<file path="config.mk">
export PLATFORM = sky130hd
export DESIGN_NAME = catmull_rom_path_sampler_top
export DESIGN_NICKNAME = d
export VERILOG_FILES = /design/src/rtl/crps_pkg.sv /design/src/rtl/crps_unit.sv /design/src/rtl/catmull_rom_path_sampler_top.sv
export SDC_FILE = /design/constraint.sdc
export NUM_CORES = 2
export LEC_CHECK = 0
export ABC_CLOCK_PERIOD_IN_PS = 21100
export BUFFER_PORTS_ARGS = -buffer_cell sky130_fd_sc_hd__buf_2
export CORE_MARGIN = 8
export CORE_UTILIZATION = 42
export DETAILED_ROUTE_END_ITERATION = 8
export RECOVER_POWER = 100
export SYNTH_ARGS = -nofsm -noshare
export SYNTH_HDL_FRONTEND = slang
export SYNTH_SLANG_ARGS = --single-unit
</file>
<file path="constraint.sdc">
create_clock -name clk -period 21.1 [get_ports clk]
set_input_delay 1.055 -clock clk [delete_from_list [all_inputs] [get_ports clk]]
set_output_delay 1.055 -clock clk [all_outputs]
set_load 0.01 [all_outputs]
</file>
<file path="src/rtl/crps_pkg.sv">
// ----------------------------------------------------------------------------
// Catmull-Rom path sampler package
// Sequencer states, arithmetic unit controls and fixed constants.
// ----------------------------------------------------------------------------
`default_nettype none

package crps_pkg;

  // Width and reset value of the samples-between register.
  localparam int CFG_W = 5;
  localparam logic [CFG_W-1:0] SB_RESET = 5'd7;

  // Four blend terms per coordinate, three coordinates per sample.
  localparam int NUM_TERMS  = 4;
  localparam int NUM_COORDS = 3;

  // Sequencer states.
  typedef enum logic [3:0] {
    ST_IDLE,
    ST_SETUP_SQ,
    ST_SETUP_CUBE,
    ST_KNOT,
    ST_COEF,
    ST_MUL,
    ST_DIV_LOAD,
    ST_DIV,
    ST_DIV_DONE,
    ST_SAMPLE_OUT,
    ST_END_OUT,
    ST_FINISH
  } state_t;

  // Controls from the sequencer to the shared multiply/divide unit.
  typedef struct packed {
    logic mul_en;
    logic acc_clear;
    logic acc_add;
    logic div_load;
    logic div_step;
  } unit_ctrl_t;

endpackage

`default_nettype wire

</file>
<file path="src/rtl/crps_unit.sv">
// ----------------------------------------------------------------------------
// Catmull-Rom path sampler arithmetic unit
// One signed multiplier with an accumulator, followed by a bit-serial divider
// that rounds the blend sum by 2*D^3 and saturates to the coordinate range.
// ----------------------------------------------------------------------------
`default_nettype none

module crps_unit #(
  parameter int COORD_WIDTH = 32,
  parameter int D_WIDTH     = 5
) (
  input  wire logic                            clk,
  input  wire crps_pkg::unit_ctrl_t            ctrl,
  input  wire logic signed [3*D_WIDTH+1:0]     coef,
  input  wire logic signed [COORD_WIDTH:0]     operand,
  input  wire logic        [3*D_WIDTH-1:0]     d3,
  output logic signed      [COORD_WIDTH-1:0]   result
);

  localparam int CF_W   = 3*D_WIDTH + 2;
  localparam int PROD_W = CF_W + COORD_WIDTH + 1;
  localparam int ACC_W  = COORD_WIDTH + 3*D_WIDTH + 4;
  localparam int VW     = 3*D_WIDTH + 1;
  localparam int HI_W   = ACC_W - (COORD_WIDTH - 1);

  logic signed [PROD_W-1:0]      prod;
  logic signed [ACC_W-1:0]       acc;
  logic        [ACC_W-1:0]       mag;
  logic        [HI_W-1:0]        hi;
  logic        [VW-1:0]          dv;
  logic        [VW-1:0]          rem;
  logic        [VW:0]            rem2;
  logic                          ge;
  logic        [COORD_WIDTH-2:0] sh;
  logic                          neg;
  logic                          ovf;
  logic        [COORD_WIDTH-1:0] u;

  // Divisor is twice the cube of the step count.
  assign dv = {d3, 1'b0};

  // Floor division of a negative sum goes through its ones' complement.
  assign mag = acc[ACC_W-1] ? ~acc : acc;
  assign hi  = mag[ACC_W-1:COORD_WIDTH-1];

  // One restoring step: bring down the next dividend bit and try a subtract.
  assign rem2 = {rem, sh[COORD_WIDTH-2]};
  assign ge   = rem2 >= {1'b0, dv};

  // Multiply and accumulate, one blend term per cycle.
  always_ff @(posedge clk) begin
    if (ctrl.mul_en) begin
      prod <= coef * operand;
    end
    if (ctrl.acc_clear) begin
      acc <= signed'(ACC_W'(d3));
    end else if (ctrl.acc_add) begin
      acc <= acc + ACC_W'(prod);
    end
  end

  // Divider: the high part decides saturation, the low part is shifted through.
  always_ff @(posedge clk) begin
    if (ctrl.div_load) begin
      neg <= acc[ACC_W-1];
      ovf <= hi >= HI_W'(dv);
      rem <= hi[VW-1:0];
      sh  <= mag[COORD_WIDTH-2:0];
    end else if (ctrl.div_step) begin
      rem <= ge ? VW'(rem2 - {1'b0, dv}) : rem2[VW-1:0];
      sh  <= {sh[COORD_WIDTH-3:0], ge};
    end
  end

  // Map the unsigned quotient back to a signed, saturated coordinate.
  assign u = {1'b0, sh};

  always_comb begin
    if (ovf) begin
      result = neg ? {1'b1, {(COORD_WIDTH-1){1'b0}}} : {1'b0, {(COORD_WIDTH-1){1'b1}}};
    end else begin
      result = neg ? ~u : u;
    end
  end

endmodule

`default_nettype wire

</file>
<file path="src/rtl/catmull_rom_path_sampler_top.sv">
// ----------------------------------------------------------------------------
// Catmull-Rom path sampler
// Samples a uniform Catmull-Rom spline through a stream of 3D control points.
// ----------------------------------------------------------------------------
// Control points enter one per input transfer and the block keeps the last
// three. From the fourth point of a path on, each point produces one segment:
// a copy of the older inner point, then N Hermite-blended samples, and on the
// path's last point also the second-to-last point; the last point always
// clears the window. One input item is worked at a time and in_ready is low
// until its results are all handed to the output register. Each coordinate of
// each sample runs its blend terms on the shared multiplier and then goes
// through the bit-serial divider, which sets the rate; a segment also waits
// on any output stall and, on the path's last point, on the closing point.
// ----------------------------------------------------------------------------
`default_nettype none

module catmull_rom_path_sampler_top #(
  parameter int COORD_WIDTH = 32,
  parameter int MAX_SAMPLES = 30
) (
  input  wire logic                          clk,
  input  wire logic                          rst,
  input  wire logic                          cfg_valid,
  output logic                               cfg_ready,
  input  wire logic [crps_pkg::CFG_W-1:0]    samples_between,
  input  wire logic                          in_valid,
  output logic                               in_ready,
  input  wire logic signed [COORD_WIDTH-1:0] px,
  input  wire logic signed [COORD_WIDTH-1:0] py,
  input  wire logic signed [COORD_WIDTH-1:0] pz,
  input  wire logic                          last_point,
  output logic                               out_valid,
  input  wire logic                          out_ready,
  output logic signed [COORD_WIDTH-1:0]      qx,
  output logic signed [COORD_WIDTH-1:0]      qy,
  output logic signed [COORD_WIDTH-1:0]      qz,
  output logic                               is_knot,
  output logic                               end_of_run,
  output logic                               end_of_path
);

  localparam int DW    = $clog2(MAX_SAMPLES + 2);
  localparam int D2W   = 2*DW;
  localparam int D3W   = 3*DW;
  localparam int EW    = 2*DW + 1;
  localparam int CF_W  = 3*DW + 2;
  localparam int TW    = 3*DW + 4;
  localparam int CNT_W = $clog2(COORD_WIDTH);

  crps_pkg::state_t       state;
  crps_pkg::state_t       state_next;
  crps_pkg::unit_ctrl_t   ctrl;

  logic [crps_pkg::CFG_W-1:0] sb;
  logic [1:0]                 points_seen;
  logic                       out_free;
  logic                       out_load;

  // Point window (oldest first) and the incoming point, per coordinate.
  logic signed [COORD_WIDTH-1:0] win [3][3];
  logic signed [COORD_WIDTH-1:0] p3  [3];
  logic signed [COORD_WIDTH-1:0] res [3];
  logic                          last_q;

  // Step counts and running powers for the Hermite weights.
  logic [DW-1:0]  ns;
  logic [DW-1:0]  ns_in;
  logic [DW-1:0]  d;
  logic [D2W-1:0] d2;
  logic [D3W-1:0] d3;
  logic [DW-1:0]  k;
  logic [D2W-1:0] k2;
  logic [D3W-1:0] k3;
  logic [D3W-1:0] k2d;
  logic [D3W-1:0] kd2;
  logic [EW-1:0]  e;

  logic signed [TW-1:0]   t_k3;
  logic signed [TW-1:0]   t_k2d;
  logic signed [TW-1:0]   t_kd2;
  logic signed [TW-1:0]   t_d3;
  logic signed [TW-1:0]   c1t;
  logic signed [TW-1:0]   c2t;
  logic signed [TW-1:0]   c3t;
  logic signed [TW-1:0]   c4t;
  logic signed [CF_W-1:0] c1x2;
  logic signed [CF_W-1:0] c2x2;
  logic signed [CF_W-1:0] c3;
  logic signed [CF_W-1:0] c4;

  logic [1:0]       ci;
  logic [2:0]       ti;
  logic [CNT_W-1:0] cnt;

  logic signed [CF_W-1:0]        coef;
  logic signed [COORD_WIDTH:0]   operand;
  logic signed [COORD_WIDTH-1:0] op_p0;
  logic signed [COORD_WIDTH-1:0] op_p1;
  logic signed [COORD_WIDTH-1:0] op_p2;
  logic signed [COORD_WIDTH-1:0] op_p3;
  logic signed [COORD_WIDTH-1:0] unit_result;

  // The register can always take a write.
  assign cfg_ready = 1'b1;

  // The output register frees up when its result transfers.
  assign out_free = !out_valid || out_ready;

  // Clamp the sample count to what the datapath is sized for.
  assign ns_in = (int'(sb) > MAX_SAMPLES) ? DW'(MAX_SAMPLES) : DW'(sb);

  // Next state.
  always_comb begin
    state_next = state;
    unique case (state)
      crps_pkg::ST_IDLE: begin
        if (in_valid) begin
          state_next = (points_seen == 2'd3) ? crps_pkg::ST_SETUP_SQ : crps_pkg::ST_FINISH;
        end
      end
      crps_pkg::ST_SETUP_SQ:   state_next = crps_pkg::ST_SETUP_CUBE;
      crps_pkg::ST_SETUP_CUBE: state_next = crps_pkg::ST_KNOT;
      crps_pkg::ST_KNOT: begin
        if (out_free) begin
          if (ns != '0) begin
            state_next = crps_pkg::ST_COEF;
          end else begin
            state_next = last_q ? crps_pkg::ST_END_OUT : crps_pkg::ST_FINISH;
          end
        end
      end
      crps_pkg::ST_COEF: state_next = crps_pkg::ST_MUL;
      crps_pkg::ST_MUL: begin
        if (ti == 3'(crps_pkg::NUM_TERMS)) begin
          state_next = crps_pkg::ST_DIV_LOAD;
        end
      end
      crps_pkg::ST_DIV_LOAD: state_next = crps_pkg::ST_DIV;
      crps_pkg::ST_DIV: begin
        if (cnt == '0) begin
          state_next = crps_pkg::ST_DIV_DONE;
        end
      end
      crps_pkg::ST_DIV_DONE: begin
        state_next = (ci == 2'(crps_pkg::NUM_COORDS - 1)) ? crps_pkg::ST_SAMPLE_OUT
                                                           : crps_pkg::ST_MUL;
      end
      crps_pkg::ST_SAMPLE_OUT: begin
        if (out_free) begin
          if (k != ns) begin
            state_next = crps_pkg::ST_COEF;
          end else begin
            state_next = last_q ? crps_pkg::ST_END_OUT : crps_pkg::ST_FINISH;
          end
        end
      end
      crps_pkg::ST_END_OUT: begin
        if (out_free) begin
          state_next = crps_pkg::ST_FINISH;
        end
      end
      crps_pkg::ST_FINISH: state_next = crps_pkg::ST_IDLE;
      default:             state_next = crps_pkg::ST_IDLE;
    endcase
  end

  // Sequencer outputs.
  always_comb begin
    in_ready       = 1'b0;
    out_load       = 1'b0;
    ctrl           = '0;
    unique case (state) inside
      crps_pkg::ST_IDLE: in_ready = 1'b1;
      crps_pkg::ST_KNOT, crps_pkg::ST_SAMPLE_OUT, crps_pkg::ST_END_OUT: begin
        out_load = out_free;
      end
      crps_pkg::ST_MUL: begin
        ctrl.mul_en    = ti != 3'(crps_pkg::NUM_TERMS);
        ctrl.acc_clear = ti == '0;
        ctrl.acc_add   = ti != '0;
      end
      crps_pkg::ST_DIV_LOAD: ctrl.div_load = 1'b1;
      crps_pkg::ST_DIV:      ctrl.div_step = 1'b1;
      default: ;
    endcase
  end

  // Control registers.
  always_ff @(posedge clk) begin
    if (rst) begin
      state       <= crps_pkg::ST_IDLE;
      sb          <= crps_pkg::SB_RESET;
      points_seen <= '0;
      out_valid   <= 1'b0;
    end else begin
      state <= state_next;
      if (cfg_valid) begin
        sb <= samples_between;
      end
      if (state == crps_pkg::ST_FINISH) begin
        if (last_q) begin
          points_seen <= '0;
        end else if (points_seen != 2'd3) begin
          points_seen <= points_seen + 2'd1;
        end
      end
      if (out_load) begin
        out_valid <= 1'b1;
      end else if (out_ready) begin
        out_valid <= 1'b0;
      end
    end
  end

  // Hermite weights for the current k, as exact multiples of 1/D^3.
  assign t_k3  = signed'(TW'(k3));
  assign t_k2d = signed'(TW'(k2d));
  assign t_kd2 = signed'(TW'(kd2));
  assign t_d3  = signed'(TW'(d3));
  assign c1t   = (t_k3 <<< 1) - t_k2d - (t_k2d <<< 1) + t_d3;
  assign c2t   = t_k2d + (t_k2d <<< 1) - (t_k3 <<< 1);
  assign c3t   = t_k3 - (t_k2d <<< 1) + t_kd2;
  assign c4t   = t_k3 - t_k2d;

  // Operand selection for the shared multiplier.
  assign op_p0 = win[ci][0];
  assign op_p1 = win[ci][1];
  assign op_p2 = win[ci][2];
  assign op_p3 = p3[ci];

  always_comb begin
    case (ti)
      3'd0: begin
        coef    = c1x2;
        operand = (COORD_WIDTH+1)'(op_p1);
      end
      3'd1: begin
        coef    = c2x2;
        operand = (COORD_WIDTH+1)'(op_p2);
      end
      3'd2: begin
        coef    = c3;
        operand = (COORD_WIDTH+1)'(op_p2) - (COORD_WIDTH+1)'(op_p0);
      end
      3'd3: begin
        coef    = c4;
        operand = (COORD_WIDTH+1)'(op_p3) - (COORD_WIDTH+1)'(op_p1);
      end
      default: begin
        coef    = '0;
        operand = '0;
      end
    endcase
  end

  crps_unit #(
    .COORD_WIDTH (COORD_WIDTH),
    .D_WIDTH     (DW)
  ) u_unit (
    .clk     (clk),
    .ctrl    (ctrl),
    .coef    (coef),
    .operand (operand),
    .d3      (d3),
    .result  (unit_result)
  );

  // Datapath registers stepped by the sequencer.
  always_ff @(posedge clk) begin
    unique case (state)
      crps_pkg::ST_IDLE: begin
        if (in_valid) begin
          p3[0]  <= px;
          p3[1]  <= py;
          p3[2]  <= pz;
          last_q <= last_point;
          ns     <= ns_in;
          d      <= ns_in + DW'(1);
        end
      end
      crps_pkg::ST_SETUP_SQ: begin
        d2 <= D2W'(d) * D2W'(d);
      end
      crps_pkg::ST_SETUP_CUBE: begin
        d3  <= D3W'(d2) * D3W'(d);
        k   <= DW'(1);
        k2  <= D2W'(1);
        k3  <= D3W'(1);
        k2d <= D3W'(d);
        kd2 <= D3W'(d2);
        e   <= EW'({d, 1'b0}) + EW'(d);
      end
      crps_pkg::ST_COEF: begin
        c1x2 <= {c1t[CF_W-2:0], 1'b0};
        c2x2 <= {c2t[CF_W-2:0], 1'b0};
        c3   <= c3t[CF_W-1:0];
        c4   <= c4t[CF_W-1:0];
        ci   <= '0;
        ti   <= '0;
      end
      crps_pkg::ST_MUL: begin
        ti <= ti + 3'd1;
      end
      crps_pkg::ST_DIV_LOAD: begin
        cnt <= CNT_W'(COORD_WIDTH - 2);
      end
      crps_pkg::ST_DIV: begin
        cnt <= cnt - CNT_W'(1);
      end
      crps_pkg::ST_DIV_DONE: begin
        res[ci] <= unit_result;
        ci      <= ci + 2'd1;
        ti      <= '0;
      end
      crps_pkg::ST_SAMPLE_OUT: begin
        // Advance the running powers by forward differences.
        if (out_free && (k != ns)) begin
          k3  <= k3 + D3W'({k2, 1'b0}) + D3W'(k2) + D3W'({k, 1'b0}) + D3W'(k) + D3W'(1);
          k2  <= k2 + D2W'({k, 1'b0}) + D2W'(1);
          k2d <= k2d + D3W'(e);
          e   <= e + EW'({d, 1'b0});
          kd2 <= kd2 + D3W'(d2);
          k   <= k + DW'(1);
        end
      end
      crps_pkg::ST_FINISH: begin
        if (!last_q) begin
          for (int c = 0; c < crps_pkg::NUM_COORDS; c++) begin
            win[c][0] <= win[c][1];
            win[c][1] <= win[c][2];
            win[c][2] <= p3[c];
          end
        end
      end
      default: ;
    endcase
  end

  // Output register payload.
  always_ff @(posedge clk) begin
    if (out_load) begin
      case (state)
        crps_pkg::ST_KNOT: begin
          qx          <= win[0][1];
          qy          <= win[1][1];
          qz          <= win[2][1];
          is_knot     <= 1'b1;
          end_of_run  <= (ns == '0) && !last_q;
          end_of_path <= 1'b0;
        end
        crps_pkg::ST_SAMPLE_OUT: begin
          qx          <= res[0];
          qy          <= res[1];
          qz          <= res[2];
          is_knot     <= 1'b0;
          end_of_run  <= (k == ns) && !last_q;
          end_of_path <= 1'b0;
        end
        default: begin
          qx          <= win[0][2];
          qy          <= win[1][2];
          qz          <= win[2][2];
          is_knot     <= 1'b1;
          end_of_run  <= 1'b1;
          end_of_path <= 1'b1;
        end
      endcase
    end
  end

endmodule

`default_nettype wire

</file>
==> results.txt <==
The standard-cell row count is 150. The average routed wire per standard cell is 22.6 um. Post-CTS repair changed the size of 0 cells.

The number of remaining DRC errors is 0. The largest clock skew in the final design is 0.0514 ns. The critical path data required time came out at 21.73 ns. After Yosys synthesis, and, or, nand and nor cells account for 11.8% of the synthesized area. The core outline area came out at 167,000 um2. The design area came out at 77,000 um2. The hold violation total from the final report is 0. The parity-gate share of the synthesized area counting xor and xnor cells came out at 3.98%. After the last flow step, the layout net total stands at 7,986. The clock transition at the registers of the reported paths is 0.06 ns. The total wire length came out at 205,000 um. The starting density of the core is 42.1%. The clock sink total is 924. The checks that failed: capacitance limit, slew limit.

After routing, the total negative slack on setup checks comes to 0 ns. Before antenna repair, the detailed router went through 6 iterations. The number of buffers inserted by port buffering came out at 207. The portion of netlist area occupied by mux cells is 2.28%. Counting along the longest clock path gives a buffer depth of 3. Across every metal layer, demand over resource in global routing totals 22.6%.

In this run the mean area of a mapped cell was 10.6 um2. The final count of negative-setup-slack endpoints came out at 0. The floorplan step set the die height to 425 um. In this run the worst hold path is classified as reg2reg.

After synthesis the netlist holds a flip-flop and latch count of 924. The number of slew-limit violations in the final report came to 1,331. The TritonCTS clock tree is built. The slew at the pin closest to its max-slew limit is 10.02 ns. The post-cts hold buffer count came out at 0. The delay of the slowest critical-path stage is 2.45 ns. The run finished, with violations left. After synthesis, the cell types taking the most area are sky130_fd_sc_hd__edfxtp_1 37%, sky130_fd_sc_hd__fa_1 18%, sky130_fd_sc_hd__ha_1 8.1%. The maximum level of the CTS H-tree came out at 3. The area fraction in compound gates after synthesis is 11.0%.

The critical path capture point type is a flop. The total of warnings raised by yosys came out at 0. Buffers inserted during clock tree synthesis total 104. The via density per instance is 5.48. After global routing the overflow that remains totals 0.

The detailed router's first-iteration violation count came out at 4,159. Subtracting the final worst setup slack from the clock period gives 13.97 ns. Summing every instance area after synthesis gives 70,200 um2. The root buffer cell chosen for the clock tree is sky130_fd_sc_hd__clkbuf_16. The worst hold slack across all endpoints came out at 0.449 ns.

The max-cap check violation count is 25. At the end of routability-driven placement, the weighted congestion stood at 0.908. The ratio of final minimum period to clock period came out at 66.2%. The number of antenna violations at the first check in global routing was 2. The count of nets left with antenna violations once routing finished came out at 0. The number of primary I/O pins came out at 209. The cell with the largest stage delay on the worst path is sky130_fd_sc_hd__dfxtp_1. The count of different cell masters after synthesis came out at 94.

The maximum clock frequency came out at 71.6 MHz. The width of the die is 425 um. Summed over all nets, the half-perimeter wirelength after detailed placement is 156,000 um. The adder-cell area share of the yosys netlist came out at 26.5%. The number of instances in the synthesized netlist is 6,644. The global-route wire length before repair came out at 315,000 um. The floorplan step defined a die boundary enclosing 181,000 um2. The via count came out at 49,700. The worst-skew pair later-pin latency came out at 0.76 ns. From synthesis to final layout, the design area changed by 9.63%. Data arrives at the worst endpoint at 14.60 ns. Along the worst path, the maximum fanout reaches 80.

The share of synthesized flip-flops with an asynchronous set or reset came out at 0%. In this run the cell area measured after placement is 73,800 um2. STA classifies the critical path startpoint as a flop. After synthesis, the largest family of logic cells by area is adder cells.

The number of buffers added for setup after CTS is 0. The post-synthesis sequential area ratio came out at 38.8%. Entering global routing, the biggest net connects 179 pins. Among all flip-flop cells after synthesis, the most frequent one is sky130_fd_sc_hd__edfxtp_1. Counting flops with a built-in enable in the synthesized netlist gives 874. Setup repair after global routing left no endpoint under its margin. The via count of the first global-routing pass is 51,500. The relative slew slack came out at -568%. The biggest area contributor in the post-synthesis netlist is sky130_fd_sc_hd__edfxtp_1. The fraction of final layout cells sized beyond drive strength 1 is 5.55%. The critical path in this run is classified as reg2reg.

The proportion of netlist area held by the largest area contributor came out at 37.4%. The most common cell type on the critical path is sky130_fd_sc_hd__fa_1.
==> final cells by class <==
type	count	area [um2]
multi-input combinational	4684	39200
antenna	1	2.50
sequential	924	27200
clock buffer	124	2710
clock inverter	69	764
fill	15600	89700
timing repair buffer	288	1430
inverter	775	2910
tap	2204	2760
==> per-layer routing <==
layer / share of wire [%] / GRT usage (%)
met5: 0 / 0
met3: 5.8 / 3.28
met1: 41 / 29.2
met2: 48 / 38.3
met4: 4.9 / 9.05
==> cell usage in the layout (no fill, tap or decap), types with 156 or more instances in the layout <==
| cell type | count |
|---|---|
| sky130_fd_sc_hd__edfxtp_1 | 874 |
| sky130_fd_sc_hd__inv_1 | 772 |
| sky130_fd_sc_hd__nand2_1 | 765 |
| sky130_fd_sc_hd__fa_1 | 645 |
| sky130_fd_sc_hd__nor2_1 | 624 |
| sky130_fd_sc_hd__ha_1 | 457 |
| sky130_fd_sc_hd__a21oi_1 | 341 |
| sky130_fd_sc_hd__o21ai_0 | 298 |
| sky130_fd_sc_hd__xnor2_1 | 228 |
| sky130_fd_sc_hd__clkbuf_1 | 156 |
==> path summary, 6_finish.rpt <==
check | startpoint | end | slack [ns] | cells after the start
worst max-delay path | flop | u_unit.prod[40] | 7.13 | 34
worst min-delay path | p3[1][24] | win[1][24] | 0.45 | 0
worst max register to register | flop | u_unit.prod[40] | 7.13 | 34
worst min register to register | p3[1][24] | win[1][24] | 0.45 | 0
==> cell families (layout without fill, tap and decap cells) <==
logic type | after synthesis | in the layout
and+or+nand+nor | 1888 | 1888
AOI/OAI and AO/OA | 1213 | 1213
adders and majority gates | 1102 | 1102
buffers and inverters | 1037 | 1256
DFF | 924 | 924
xor gates and xnor gates | 319 | 319
muxes | 159 | 159
other | 2 | 4
==> sequential cells by signal (all words and copies together), names as in the netlist, 31 cells and up, named ones only <==
signal	cells
qy	32
p3	96
win	288
qx	32
res	96
qz	32
u_unit.sh	31
u_unit.acc	51
u_unit.prod	50
==> critical path: cells and delay by family, from the launching register on <==
| family | cells | cell delay [ns] |
|---|---|---|
| xor gates and xnor gates | 1 | 0.10 |
| and+or+nand+nor | 6 | 1.35 |
| DFF | 1 | 2.45 |
| muxes | 1 | 0.26 |
| adders and majority gates | 8 | 3.76 |
| AOI/OAI and AO/OA | 12 | 4.90 |
| buffers and inverters | 6 | 0.84 |
==> synth_stat cells, types with 112 or more instances <==
| cell type | instances |
|---|---|
| sky130_fd_sc_hd__edfxtp_1 | 874 |
| sky130_fd_sc_hd__nand2_1 | 766 |
| sky130_fd_sc_hd__a21o_1 | 112 |
| sky130_fd_sc_hd__inv_1 | 772 |
| sky130_fd_sc_hd__a22oi_1 | 112 |
| sky130_fd_sc_hd__nor2_1 | 625 |
| sky130_fd_sc_hd__mux2i_1 | 152 |
| sky130_fd_sc_hd__clkbuf_1 | 206 |
| sky130_fd_sc_hd__o21ai_0 | 298 |
| sky130_fd_sc_hd__ha_1 | 457 |
| sky130_fd_sc_hd__fa_1 | 645 |
| sky130_fd_sc_hd__a21oi_1 | 341 |
| sky130_fd_sc_hd__xnor2_1 | 228 |
==> through the flow <==
step | setup slack [ns] | instances | util [%]
floorplan | 8.46 | 6645 | -
global placement | 9.41 | 8874 | 44.3
detailed placement | 9.81 | 8875 | 44.3
CTS | 9.74 | 9068 | 46.4
global route | 6.38 | 9068 | 46.2
finish | 7.13 | 9069 | 46.2
Power is not shown: default switching activity piles up to over one toggle a cycle in this logic, so the estimate is an artifact.
